[config.mk]
export PLATFORM = sky130hd
export DESIGN_NAME = multiply_divide_register_unit_top
export DESIGN_NICKNAME = d
export VERILOG_FILES = /design/src/rtl/core/mdru_pkg.sv /design/src/rtl/core/mdru_dp.sv /design/src/rtl/core/mdru_ctrl.sv /design/src/rtl/core/multiply_divide_register_unit_top.sv
export SDC_FILE = /design/constraint.sdc
export NUM_CORES = 1
export LEC_CHECK = 0
export BUFFER_PORTS_ARGS = -buffer_cell sky130_fd_sc_hd__buf_2
export CORE_AREA = 2 2 98 100
export DETAILED_ROUTE_END_ITERATION = 7
export DIE_AREA = 0 0 100 102
export MAX_ROUTING_LAYER = met4
export PLACE_DENSITY = 0.7
export RECOVER_POWER = 25
export SYNTH_ARGS = -nofsm -noshare
export SYNTH_HDL_FRONTEND = slang
export SYNTH_SLANG_ARGS = --single-unit
[constraint.sdc]
create_clock -name clk_i -period 7.3 [get_ports clk_i]
set_clock_uncertainty 0.2 [all_clocks]
set_input_delay 1.46 -clock clk_i [delete_from_list [all_inputs] [get_ports clk_i]]
set_output_delay 1.46 -clock clk_i [all_outputs]
set_load 0.01 [all_outputs]
[src/rtl/core/mdru_pkg.sv]
// Shared types and constants of the multiply/divide register unit.
`default_nettype none

package mdru_pkg;

  // Register offsets within the window (address minus the window base)
  localparam logic [4:0] OFF_MPY_A   = 5'h02;
  localparam logic [4:0] OFF_MPY_B   = 5'h03;
  localparam logic [4:0] OFF_DIV_LO  = 5'h04;
  localparam logic [4:0] OFF_DIV_HI  = 5'h05;
  localparam logic [4:0] OFF_DIVISOR = 5'h06;
  localparam logic [4:0] OFF_QUO_LO  = 5'h14;
  localparam logic [4:0] OFF_QUO_HI  = 5'h15;
  localparam logic [4:0] OFF_PR_LO   = 5'h16;
  localparam logic [4:0] OFF_PR_HI   = 5'h17;

  // Access kinds
  localparam logic MODE_READ  = 1'b0;
  localparam logic MODE_WRITE = 1'b1;

  // Quotient on a zero divisor
  localparam logic [15:0] DIV_ZERO_QUOTIENT = 16'hFFFF;

  // Iteration counts of the shared shift units
  localparam int unsigned MulSteps = 8;
  localparam int unsigned DivSteps = 16;
  localparam int unsigned CntW     = $clog2(DivSteps);
  localparam logic [CntW-1:0] MulLast = CntW'(MulSteps - 1);
  localparam logic [CntW-1:0] DivLast = CntW'(DivSteps - 1);

  // Kind of work that a captured request calls for
  typedef enum logic [1:0] {
    OP_SIMPLE = 2'd0,
    OP_MUL    = 2'd1,
    OP_DIV    = 2'd2,
    OP_DIVZ   = 2'd3
  } mdru_op_e;

  // Commands from the controller to the datapath
  typedef struct packed {
    logic capture;
    logic wr_reg;
    logic mul_init;
    logic mul_step;
    logic div_init;
    logic div_step;
    logic div_zero;
    logic respond;
  } mdru_cmd_t;

  // Status from the datapath to the controller
  typedef struct packed {
    mdru_op_e op;
  } mdru_sts_t;

endpackage

`default_nettype wire

[src/rtl/core/mdru_dp.sv]
// Datapath: request latch, operand and result registers, shift-add and shift-subtract units.
`default_nettype none

module mdru_dp import mdru_pkg::*; (
  input  wire logic       clk_i,
  input  wire logic       rst_ni,
  input  wire logic       mode_i,
  input  wire logic [4:0] reg_offset_i,
  input  wire logic [7:0] write_data_i,
  input  wire mdru_cmd_t  cmd_i,
  output mdru_sts_t       sts_o,
  output logic [7:0]      read_data_o,
  output logic            mapped_o
);

  logic        mode_q;
  logic [4:0]  off_q;
  logic [7:0]  wdat_q;
  logic [7:0]  mcand_q, mcand_d;
  logic [7:0]  dvd_lo_q, dvd_lo_d;
  logic [7:0]  dvd_hi_q, dvd_hi_d;
  logic [15:0] quo_q, quo_d;
  logic [15:0] pr_q, pr_d;

  logic [8:0]  mul_sum;
  logic [8:0]  div_trial;
  logic [8:0]  div_diff;
  logic        div_fits;
  logic [7:0]  rd_data;
  logic        rd_hit;

  // Hold the request while it is worked on
  always_ff @(posedge clk_i) begin
    if (cmd_i.capture) begin
      mode_q <= mode_i;
      off_q  <= reg_offset_i;
      wdat_q <= write_data_i;
    end
  end

  // Classify the held request
  always_comb begin
    sts_o.op = OP_SIMPLE;
    if (mode_q == MODE_WRITE) begin
      if (off_q == OFF_MPY_B) begin
        sts_o.op = OP_MUL;
      end else if (off_q == OFF_DIVISOR) begin
        sts_o.op = (wdat_q == 8'h00) ? OP_DIVZ : OP_DIV;
      end
    end
  end

  // One shift-add step: add the multiplicand on the low multiplier bit, shift right
  assign mul_sum = {1'b0, pr_q[15:8]} + {1'b0, (pr_q[0] ? mcand_q : 8'h00)};

  // One restoring step: bring in the next dividend bit, subtract if it fits
  assign div_trial = {pr_q[7:0], quo_q[15]};
  assign div_diff  = div_trial - {1'b0, wdat_q};
  assign div_fits  = div_trial >= {1'b0, wdat_q};

  // Advance the architectural registers
  always_comb begin
    mcand_d  = mcand_q;
    dvd_lo_d = dvd_lo_q;
    dvd_hi_d = dvd_hi_q;
    quo_d    = quo_q;
    pr_d     = pr_q;
    if (cmd_i.wr_reg && mode_q == MODE_WRITE) begin
      case (off_q)
        OFF_MPY_A:  mcand_d  = wdat_q;
        OFF_DIV_LO: dvd_lo_d = wdat_q;
        OFF_DIV_HI: dvd_hi_d = wdat_q;
        default:    ;
      endcase
    end
    if (cmd_i.mul_init) begin
      quo_d = {8'h00, wdat_q};
      pr_d  = {8'h00, wdat_q};
    end
    if (cmd_i.mul_step) begin
      pr_d = {mul_sum, pr_q[7:1]};
    end
    if (cmd_i.div_init) begin
      quo_d = {dvd_hi_q, dvd_lo_q};
      pr_d  = 16'h0000;
    end
    if (cmd_i.div_step) begin
      quo_d = {quo_q[14:0], div_fits};
      pr_d  = {8'h00, (div_fits ? div_diff[7:0] : div_trial[7:0])};
    end
    if (cmd_i.div_zero) begin
      quo_d = DIV_ZERO_QUOTIENT;
      pr_d  = {dvd_hi_q, dvd_lo_q};
    end
  end

  always_ff @(posedge clk_i or negedge rst_ni) begin
    if (!rst_ni) begin
      mcand_q  <= 8'h00;
      dvd_lo_q <= 8'h00;
      dvd_hi_q <= 8'h00;
      quo_q    <= 16'h0000;
      pr_q     <= 16'h0000;
    end else begin
      mcand_q  <= mcand_d;
      dvd_lo_q <= dvd_lo_d;
      dvd_hi_q <= dvd_hi_d;
      quo_q    <= quo_d;
      pr_q     <= pr_d;
    end
  end

  // Select the read byte of the held request
  always_comb begin
    rd_data = 8'h00;
    rd_hit  = 1'b0;
    if (mode_q == MODE_READ) begin
      case (off_q)
        OFF_QUO_LO: begin rd_data = quo_q[7:0];  rd_hit = 1'b1; end
        OFF_QUO_HI: begin rd_data = quo_q[15:8]; rd_hit = 1'b1; end
        OFF_PR_LO:  begin rd_data = pr_q[7:0];   rd_hit = 1'b1; end
        OFF_PR_HI:  begin rd_data = pr_q[15:8];  rd_hit = 1'b1; end
        default:    ;
      endcase
    end
  end

  // Drive the result only in the response cycle
  assign read_data_o = cmd_i.respond ? rd_data : 8'h00;
  assign mapped_o    = cmd_i.respond & rd_hit;

endmodule

`default_nettype wire

[src/rtl/core/mdru_ctrl.sv]
// Controller: sequences capture, decode, iteration and response of each request.
`default_nettype none

module mdru_ctrl import mdru_pkg::*; (
  input  wire logic      clk_i,
  input  wire logic      rst_ni,
  input  wire logic      start_i,
  input  wire mdru_sts_t sts_i,
  output mdru_cmd_t      cmd_o,
  output logic           busy_o,
  output logic           done_o
);

  typedef enum logic [4:0] {
    ST_IDLE   = 5'b00001,
    ST_DECODE = 5'b00010,
    ST_MUL    = 5'b00100,
    ST_DIV    = 5'b01000,
    ST_RESP   = 5'b10000
  } state_e;

  state_e          state_q, state_d;
  logic [CntW-1:0] cnt_q, cnt_d;

  // Next state, step count and datapath commands
  always_comb begin
    state_d = state_q;
    cnt_d   = cnt_q;
    cmd_o   = '0;
    case (state_q)
      ST_IDLE: begin
        if (start_i) begin
          cmd_o.capture = 1'b1;
          state_d       = ST_DECODE;
        end
      end
      ST_DECODE: begin
        cnt_d = '0;
        case (sts_i.op)
          OP_MUL: begin
            cmd_o.mul_init = 1'b1;
            state_d        = ST_MUL;
          end
          OP_DIV: begin
            cmd_o.div_init = 1'b1;
            state_d        = ST_DIV;
          end
          OP_DIVZ: begin
            cmd_o.div_zero = 1'b1;
            state_d        = ST_RESP;
          end
          default: begin
            cmd_o.wr_reg = 1'b1;
            state_d      = ST_RESP;
          end
        endcase
      end
      ST_MUL: begin
        cmd_o.mul_step = 1'b1;
        cnt_d          = cnt_q + 1'b1;
        if (cnt_q == MulLast) begin
          state_d = ST_RESP;
        end
      end
      ST_DIV: begin
        cmd_o.div_step = 1'b1;
        cnt_d          = cnt_q + 1'b1;
        if (cnt_q == DivLast) begin
          state_d = ST_RESP;
        end
      end
      ST_RESP: begin
        cmd_o.respond = 1'b1;
        state_d       = ST_IDLE;
      end
      default: begin
        state_d = ST_IDLE;
      end
    endcase
  end

  always_ff @(posedge clk_i or negedge rst_ni) begin
    if (!rst_ni) begin
      state_q <= ST_IDLE;
      cnt_q   <= '0;
    end else begin
      state_q <= state_d;
      cnt_q   <= cnt_d;
    end
  end

  assign busy_o = (state_q != ST_IDLE);
  assign done_o = (state_q == ST_RESP);

endmodule

`default_nettype wire

[src/rtl/core/multiply_divide_register_unit_top.sv]
// Top level of the register-mapped 8x8 multiply and 16/8 divide unit.
//
//  Channel   Handshake              Payload
//  request   start & !busy          mode_i, reg_offset_i, write_data_i
//  result    done_o (one cycle)     read_data_o, mapped_o
//
// A read or a plain register write goes from the accepting cycle through decode to the strobe.
// A multiplier write adds 8 shift-add steps of the shared 8-bit adder after decode.
// A divisor write adds 16 restoring steps of the 9-bit subtractor after decode;
// a zero divisor skips the steps.
// Reset clears all operand and result registers; busy stays high through the strobe.
// The result is shown for one cycle only and cannot be held off.
`default_nettype none

module multiply_divide_register_unit_top import mdru_pkg::*; (
  input  wire logic       clk_i,
  input  wire logic       rst_ni,
  input  wire logic       start,
  output logic            busy,
  input  wire logic       mode_i,
  input  wire logic [4:0] reg_offset_i,
  input  wire logic [7:0] write_data_i,
  output logic            done_o,
  output logic [7:0]      read_data_o,
  output logic            mapped_o
);

  mdru_cmd_t cmd;
  mdru_sts_t sts;

  mdru_ctrl u_ctrl (
    .clk_i   (clk_i),
    .rst_ni  (rst_ni),
    .start_i (start),
    .sts_i   (sts),
    .cmd_o   (cmd),
    .busy_o  (busy),
    .done_o  (done_o)
  );

  mdru_dp u_dp (
    .clk_i        (clk_i),
    .rst_ni       (rst_ni),
    .mode_i       (mode_i),
    .reg_offset_i (reg_offset_i),
    .write_data_i (write_data_i),
    .cmd_i        (cmd),
    .sts_o        (sts),
    .read_data_o  (read_data_o),
    .mapped_o     (mapped_o)
  );

endmodule

`default_nettype wire

; ---- Yosys cells after proc, flatten, opt, wreduce, memory -nomap -nowiden
; Index checks and enable logic that the tools add are counted.
[word_totals]
wordCells = 87
input_bits = 17
ff_bits = 79
out_inout_bits = 11
[op_classes]
eq_ne = 23
add_sub_neg = 3
n_reduce_logical = 12
order_cmp = 1
bitwise = 1
n_mux = 37
[op_table]
columns = op, n
row1 = two-way mux 16 bit, 8
row2 = two-way mux 8 bit, 4
row3 = one-hot mux 8 bit (4 select lines), 1
row4 = equality test 5 bit (second input constant), 5
row5 = equality test 5 x 3 -> 1 bit (second input constant), 4
row6 = one-hot mux 5 bit (4 select lines), 1
row7 = equality test 5 x 2 -> 1 bit (second input constant), 3
row8 = two-way mux 5 bit, 3
row9 = two-way mux 1 bit, 14
row10 = one-hot mux 5 bit (2 select lines), 1
row11 = adder 8 x 8 -> 9 bit, 1
row12 = >= comparator 9 x 8 -> 1 bit, 1
row13 = logical NOT 8 bit, 1
row14 = two-way mux 2 bit, 4
row15 = one-hot mux 4 bit (2 select lines), 1
row16 = subtractor 8 bit, 1
row17 = AND reduction 2 bit, 3
row18 = equality test 5 x 1 -> 1 bit (second input constant), 1
row19 = equality test 5 x 4 -> 1 bit (second input constant), 1
row20 = inequality test 5 x 1 -> 1 bit (second input constant), 1
row21 = nonzero test 5 bit, 1
row22 = adder 4 x 1 -> 4 bit (second input constant), 1
row23 = equality test 2 bit (second input constant), 2
row24 = equality test 4 x 3 -> 1 bit (second input constant), 1
row25 = 12 further kinds, 13

; ---- Depth between registers and ports, before layout
[logic_depth]
word_depth = 14
ltp_mapped = 11
mapped_depth_nobuf = 10

; ---- Hierarchy
; A second synthesis with hierarchy kept.
[unflattened]
cells_unflattened = 480
area_unflattened_um2 = 4770.8
[by_module_without_submodules]
columns = mod, area_each_um2, seq_area_each_um2, cells_each, instances
row1 = mdru_dp, 4166.5, 1821.7, 420, 1
row2 = mdru_ctrl, 604.3, 226.5, 60, 1

; ---- Least setup slack after synthesis
; No wires, ideal clock.
[synth_path]
kind = register to output
start = register u_dp.off_q[0]
end = output port read_data_o[0]
path_slack_ps = 4222
path_buffers = 2
arrival_ps = 1418
required_time_ps = 5640
stages_incl_launch_ff = 5
path_cell_list = edfxtp_1 > buf_2 > buf_2 > mux4_2 > nor2b_1
[synth_via]
elab_chain_cells = 4
elab_cells_between_ends = 7
classes_between = 4 x eq/ne / 3 x mux
[synth_lines]
columns = item, line
row1 = start: declaration, mdru_dp.sv:17  ; logic [4:0] off_q;
row2 = start signal: assignment, mdru_dp.sv:36  ; off_q <= reg_offset_i;
row3 = equality test 5 bit, mdru_dp.sv:118  ; case (off_q)
row4 = one-hot mux 8 bit (4 select lines) (*), mdru_dp.sv:118
row5 = two-way mux 8 bit (*), mdru_dp.sv:117  ; if (mode_q == MODE_READ) begin
row6 = two-way mux 8 bit (*), mdru_dp.sv:129  ; assign read_data_o = cmd_i.respond ? rd_data : 8'h00;
row7 = end: declaration, multiply_divide_register_unit_top.sv:24  ; output logic [7:0] read_data_o,
; Every way passes the cells marked *; elsewhere a longest branch is shown, timed or not.

==> flow_metrics.py <==
metrics = {
    "run_status": {
        "status": "complete, but fails checks",
        "violations": "capacitance limit, slew limit",
    },
    "detailed_routing": {
        "met2RoutedLength_mm": 5.49,
        "drtAntennaViolNets": 0,
        "top_layer": "met4",
        "wl_met1_mm": 5.40,
        "num_vias": 3899,
        "drt_iter0_markers": 237,
        "dr.pass1.iters": 4,
        "routed_via_density": 6.39,
        "drcViolationCount": 0,
        "dr_wl_met3_um": 981,
        "wl_mm": 12.2,
        "wl_per_cell_um": 20.0,
    },
    "power": {
        "powerDensity_nw_per_um2": 319,
        "p_leak_uw": 0.00231,
        "irDropWorstVdd_uv": 184,
        "p_total_uw": 1640,
    },
    "synth": {
        "synth_cells": 472,
        "synth_top_family_by_area": "compound AO/OA/AOI/OAI gates",
        "synth_top_area_cell": "dfrtp_1",
        "yosysMostFrequentCell": "dfrtp_1",
        "synthArstFlopShare_pct": 82.3,
        "synthFlopType": "dfrtp_1",
        "avgSynthCellArea_um2": 10.0,
        "synth_simple_gate_area_share_pct": 17.2,
        "seq_area_frac_synth_pct": 43.4,
        "synth_top_area_share_pct": 33.9,
        "synth_area_leaders": "dfrtp_1 (34%), edfxtp_1 (8.9%), a21oi_1 (5.5%)",
        "synthMuxAreaShare_pct": 9.81,
        "yosysWarnings": 0,
        "synth-adder-area-share_pct": 5.35,
        "synthXorXnorAreaFrac_pct": 1.11,
        "synthTopCellsByCount": "dfrtp_1 (64), a21oi_1 (52), nor2_1 (44)",
        "synth.distinct_cells": 63,
        "synth_compound_area_share_pct": 19.8,
        "yosys_register_bits": 79,
        "syn_nets": 508,
        "synthesis.area_um2": 4720,
        "synth_edf_count": 14,
    },
    "clock_network": {
        "clock_latency_ps": 360,
        "cts_buffers": 9,
        "htreeDepth": 3,
        "cts_max_path_buffers": 2,
        "clock_sinks": 79,
        "cts.clk_slew.worst_paths_ps": 80,
        "post_cts_resized": 0,
        "cts_setup_buffers": 0,
        "cts_hold_buffers": 0,
        "root_buffer": "clkbuf_8",
        "cts_tree": "done",
    },
    "sta": {
        "finalCritPeriodShare_pct": 60.8,
        "setup_viol": 0,
        "fin_ws_ps": 2860,
        "fmax_mhz": 225,
        "final.min_clock_period_ps": 4440,
        "rsz0062_at_grt": "false",
        "hold_viol_final": 0,
        "slew_violations": 66,
        "timing.slew.headroom_pct": -127,
        "fin_tns_setup_ps": 0,
        "worstMarginPinSlew_ps": 3400,
    },
    "die": {
        "ios": 28,
        "row_count": 35,
        "start_util_pct": 51.8,
        "die_y_um": 102,
        "coreArea_um2": 9110,
        "die_w_um": 100,
        "die_area_um2": 10200,
    },
    "final_layout": {
        "final_layout_size_suffix_gt1_share_pct": 16.2,
        "area_delta_synth_final_pct": 8.88,
        "final_nets": 530,
        "n_antenna_cell": 0,
    },
    "critical_path": {
        "cp.buffers_inverters": 2,
        "cp_cell_sequence": "buf_2, clkbuf_1",
        "cp.arrival_ps": 3950,
        "startpoint_type": "input pin",
        "cp_top_family": "buffers and inverters",
        "crit_path_end_kind": "asynchronous set/reset pin",
        "slowest_stage": "clkbuf_1",
        "critical_path.max_fanout": 65,
        "worst-setup-path-type": "input pin to asynchronous set/reset pin",
        "required_ps": 6820,
        "slowest_delay_ps": 2380,
    },
    "global_route": {
        "grt_start_max_net_pins": 66,
        "grt-ovfl-total": 0,
        "antenna_found_initial": 0,
        "grt_use_total_pct": 26.6,
        "grt_pass1_vias": 3808,
        "grt_pass1_wl_mm": 20.0,
    },
    "job": {
        "drv_cap": 1,
    },
    "placed_design": {
        "dp_hpwl_mm": 8.89,
        "portBuffers": 27,
        "place_ws_ps": 3780,
        "gp_congestion": 0.878,
    },
    "hold_path": {
        "hp-class": "flip-flop to flip-flop",
    },
}
[worst register-to-register path: cells and delay by family (launching register included)]
kind | cells | cell delay, ps
DFF | 1 | 710
muxes | 1 | 410
and+or+nand+nor | 3 | 1800
AOI/OAI and AO/OA | 2 | 330
[flip-flops by register name (all words and copies together) (netlist names)]
signal,cells
u_dp.pr_q,16
u_dp.quo_q,16
u_dp.dvd_hi_q,8
u_dp.dvd_lo_q,8
u_dp.mcand_q,8
u_dp.wdat_q,8
u_ctrl.state_q,5
u_dp.off_q,5
u_ctrl.cnt_q,4
u_dp.mode_q,1
[final cells by class]
class	instances	area, um^2
repair buffers	31	158
well taps	111	139
inverters	17	63.8
fillers	817	3970
flip-flops and latches	79	2050
clock inverters	6	86.3
multi-input cells	356	2520
clock buffers	10	128
[cells by family (layout without fill, tap and decap cells)]
| logic type | Yosys count | in the layout |
|---|---|---|
| simple gates | 152 | 152 |
| flops | 79 | 79 |
| fa+ha+maj | 19 | 19 |
| buf+inv | 37 | 64 |
| compound gates | 145 | 145 |
| mux | 34 | 34 |
| xor+xnor | 6 | 6 |
[power by group]
part	switching [uW]	leakage [uW]	total, uW	internal (uW)
registers	155	0.00102	717	562
logic	307	0.00119	563	256
clock network	168	0.000106	360	192
[per-stage QoR]
| step | std cells | utilization (%) | cell area [um^2] | hold WS (ps) |
|---|---|---|---|---|
| 2_1_floorplan | 472 | - | 4720 | 272 |
| 3_3_place_gp | 594 | 54.2 | 4930 | 283 |
| 3_5_place_dp | 594 | 54.2 | 4930 | 293 |
| 4_1_cts | 610 | 56.5 | 5150 | 311 |
| 5_1_grt | 610 | 56.4 | 5140 | 321 |
| 6_report | 610 | 56.4 | 5140 | 307 |
[path summary, 6_finish.rpt]
| kind | start | end | slack (ps) | depth (start not counted) |
|---|---|---|---|---|
| worst max-delay path | rst_ni | u_dp.pr_q[3]$_DFFE_PN0P_ | 2860 | 2 |
| worst min-delay path | u_dp.mcand_q[2]$_DFFE_PN0P_ | u_dp.mcand_q[2]$_DFFE_PN0P_ | 310 | 1 |
| worst max register to register | u_dp.off_q[0]$_DFFE_PP_ | u_dp.quo_q[0]$_DFFE_PN0P_ | 3710 | 6 |
| worst min register to register | u_dp.mcand_q[2]$_DFFE_PN0P_ | u_dp.mcand_q[2]$_DFFE_PN0P_ | 310 | 1 |
| max in group clk_i | u_dp.off_q[0]$_DFFE_PP_ | read_data_o[6] | 3510 | 3 |
| min in group asynchronous | rst_ni | u_ctrl.cnt_q[0]$_DFFE_PN0P_ | 2130 | 2 |
[per-layer routing]
layer | global-route usage, % | up-vias
li1 | - | 1802
met1 | 36.5 | 1891
met2 | 39.1 | 178
met3 | 4.65 | 28
met4 | 11.6 | 0
met5 | - | -
[layout by cell type, fill, tap and decap left out, types with 3 or more instances in the layout]
cell type,count
nor2_1,44
o21ai_0,25
nand2_1,39
o21a_1,5
and2_1,8
o211ai_1,5
mux2_2,18
nor3_1,8
ha_1,17
a211oi_1,6
o22a_1,6
a21oi_1,52
clkbuf_1,3
inv_1,17
clkbuf_8,9
nand2b_1,3
nor2b_1,14
nand3_1,10
mux4_2,8
o221ai_1,4
o31a_1,4
o22ai_1,7
nand4_1,3
dfrtp_1,64
edfxtp_1,14
a31oi_1,3
mux2i_1,8
a221oi_1,12
buf_2,27
a41oi_1,3
xnor2_1,4
No activity file was read; power rests on OpenSTA's default activity.
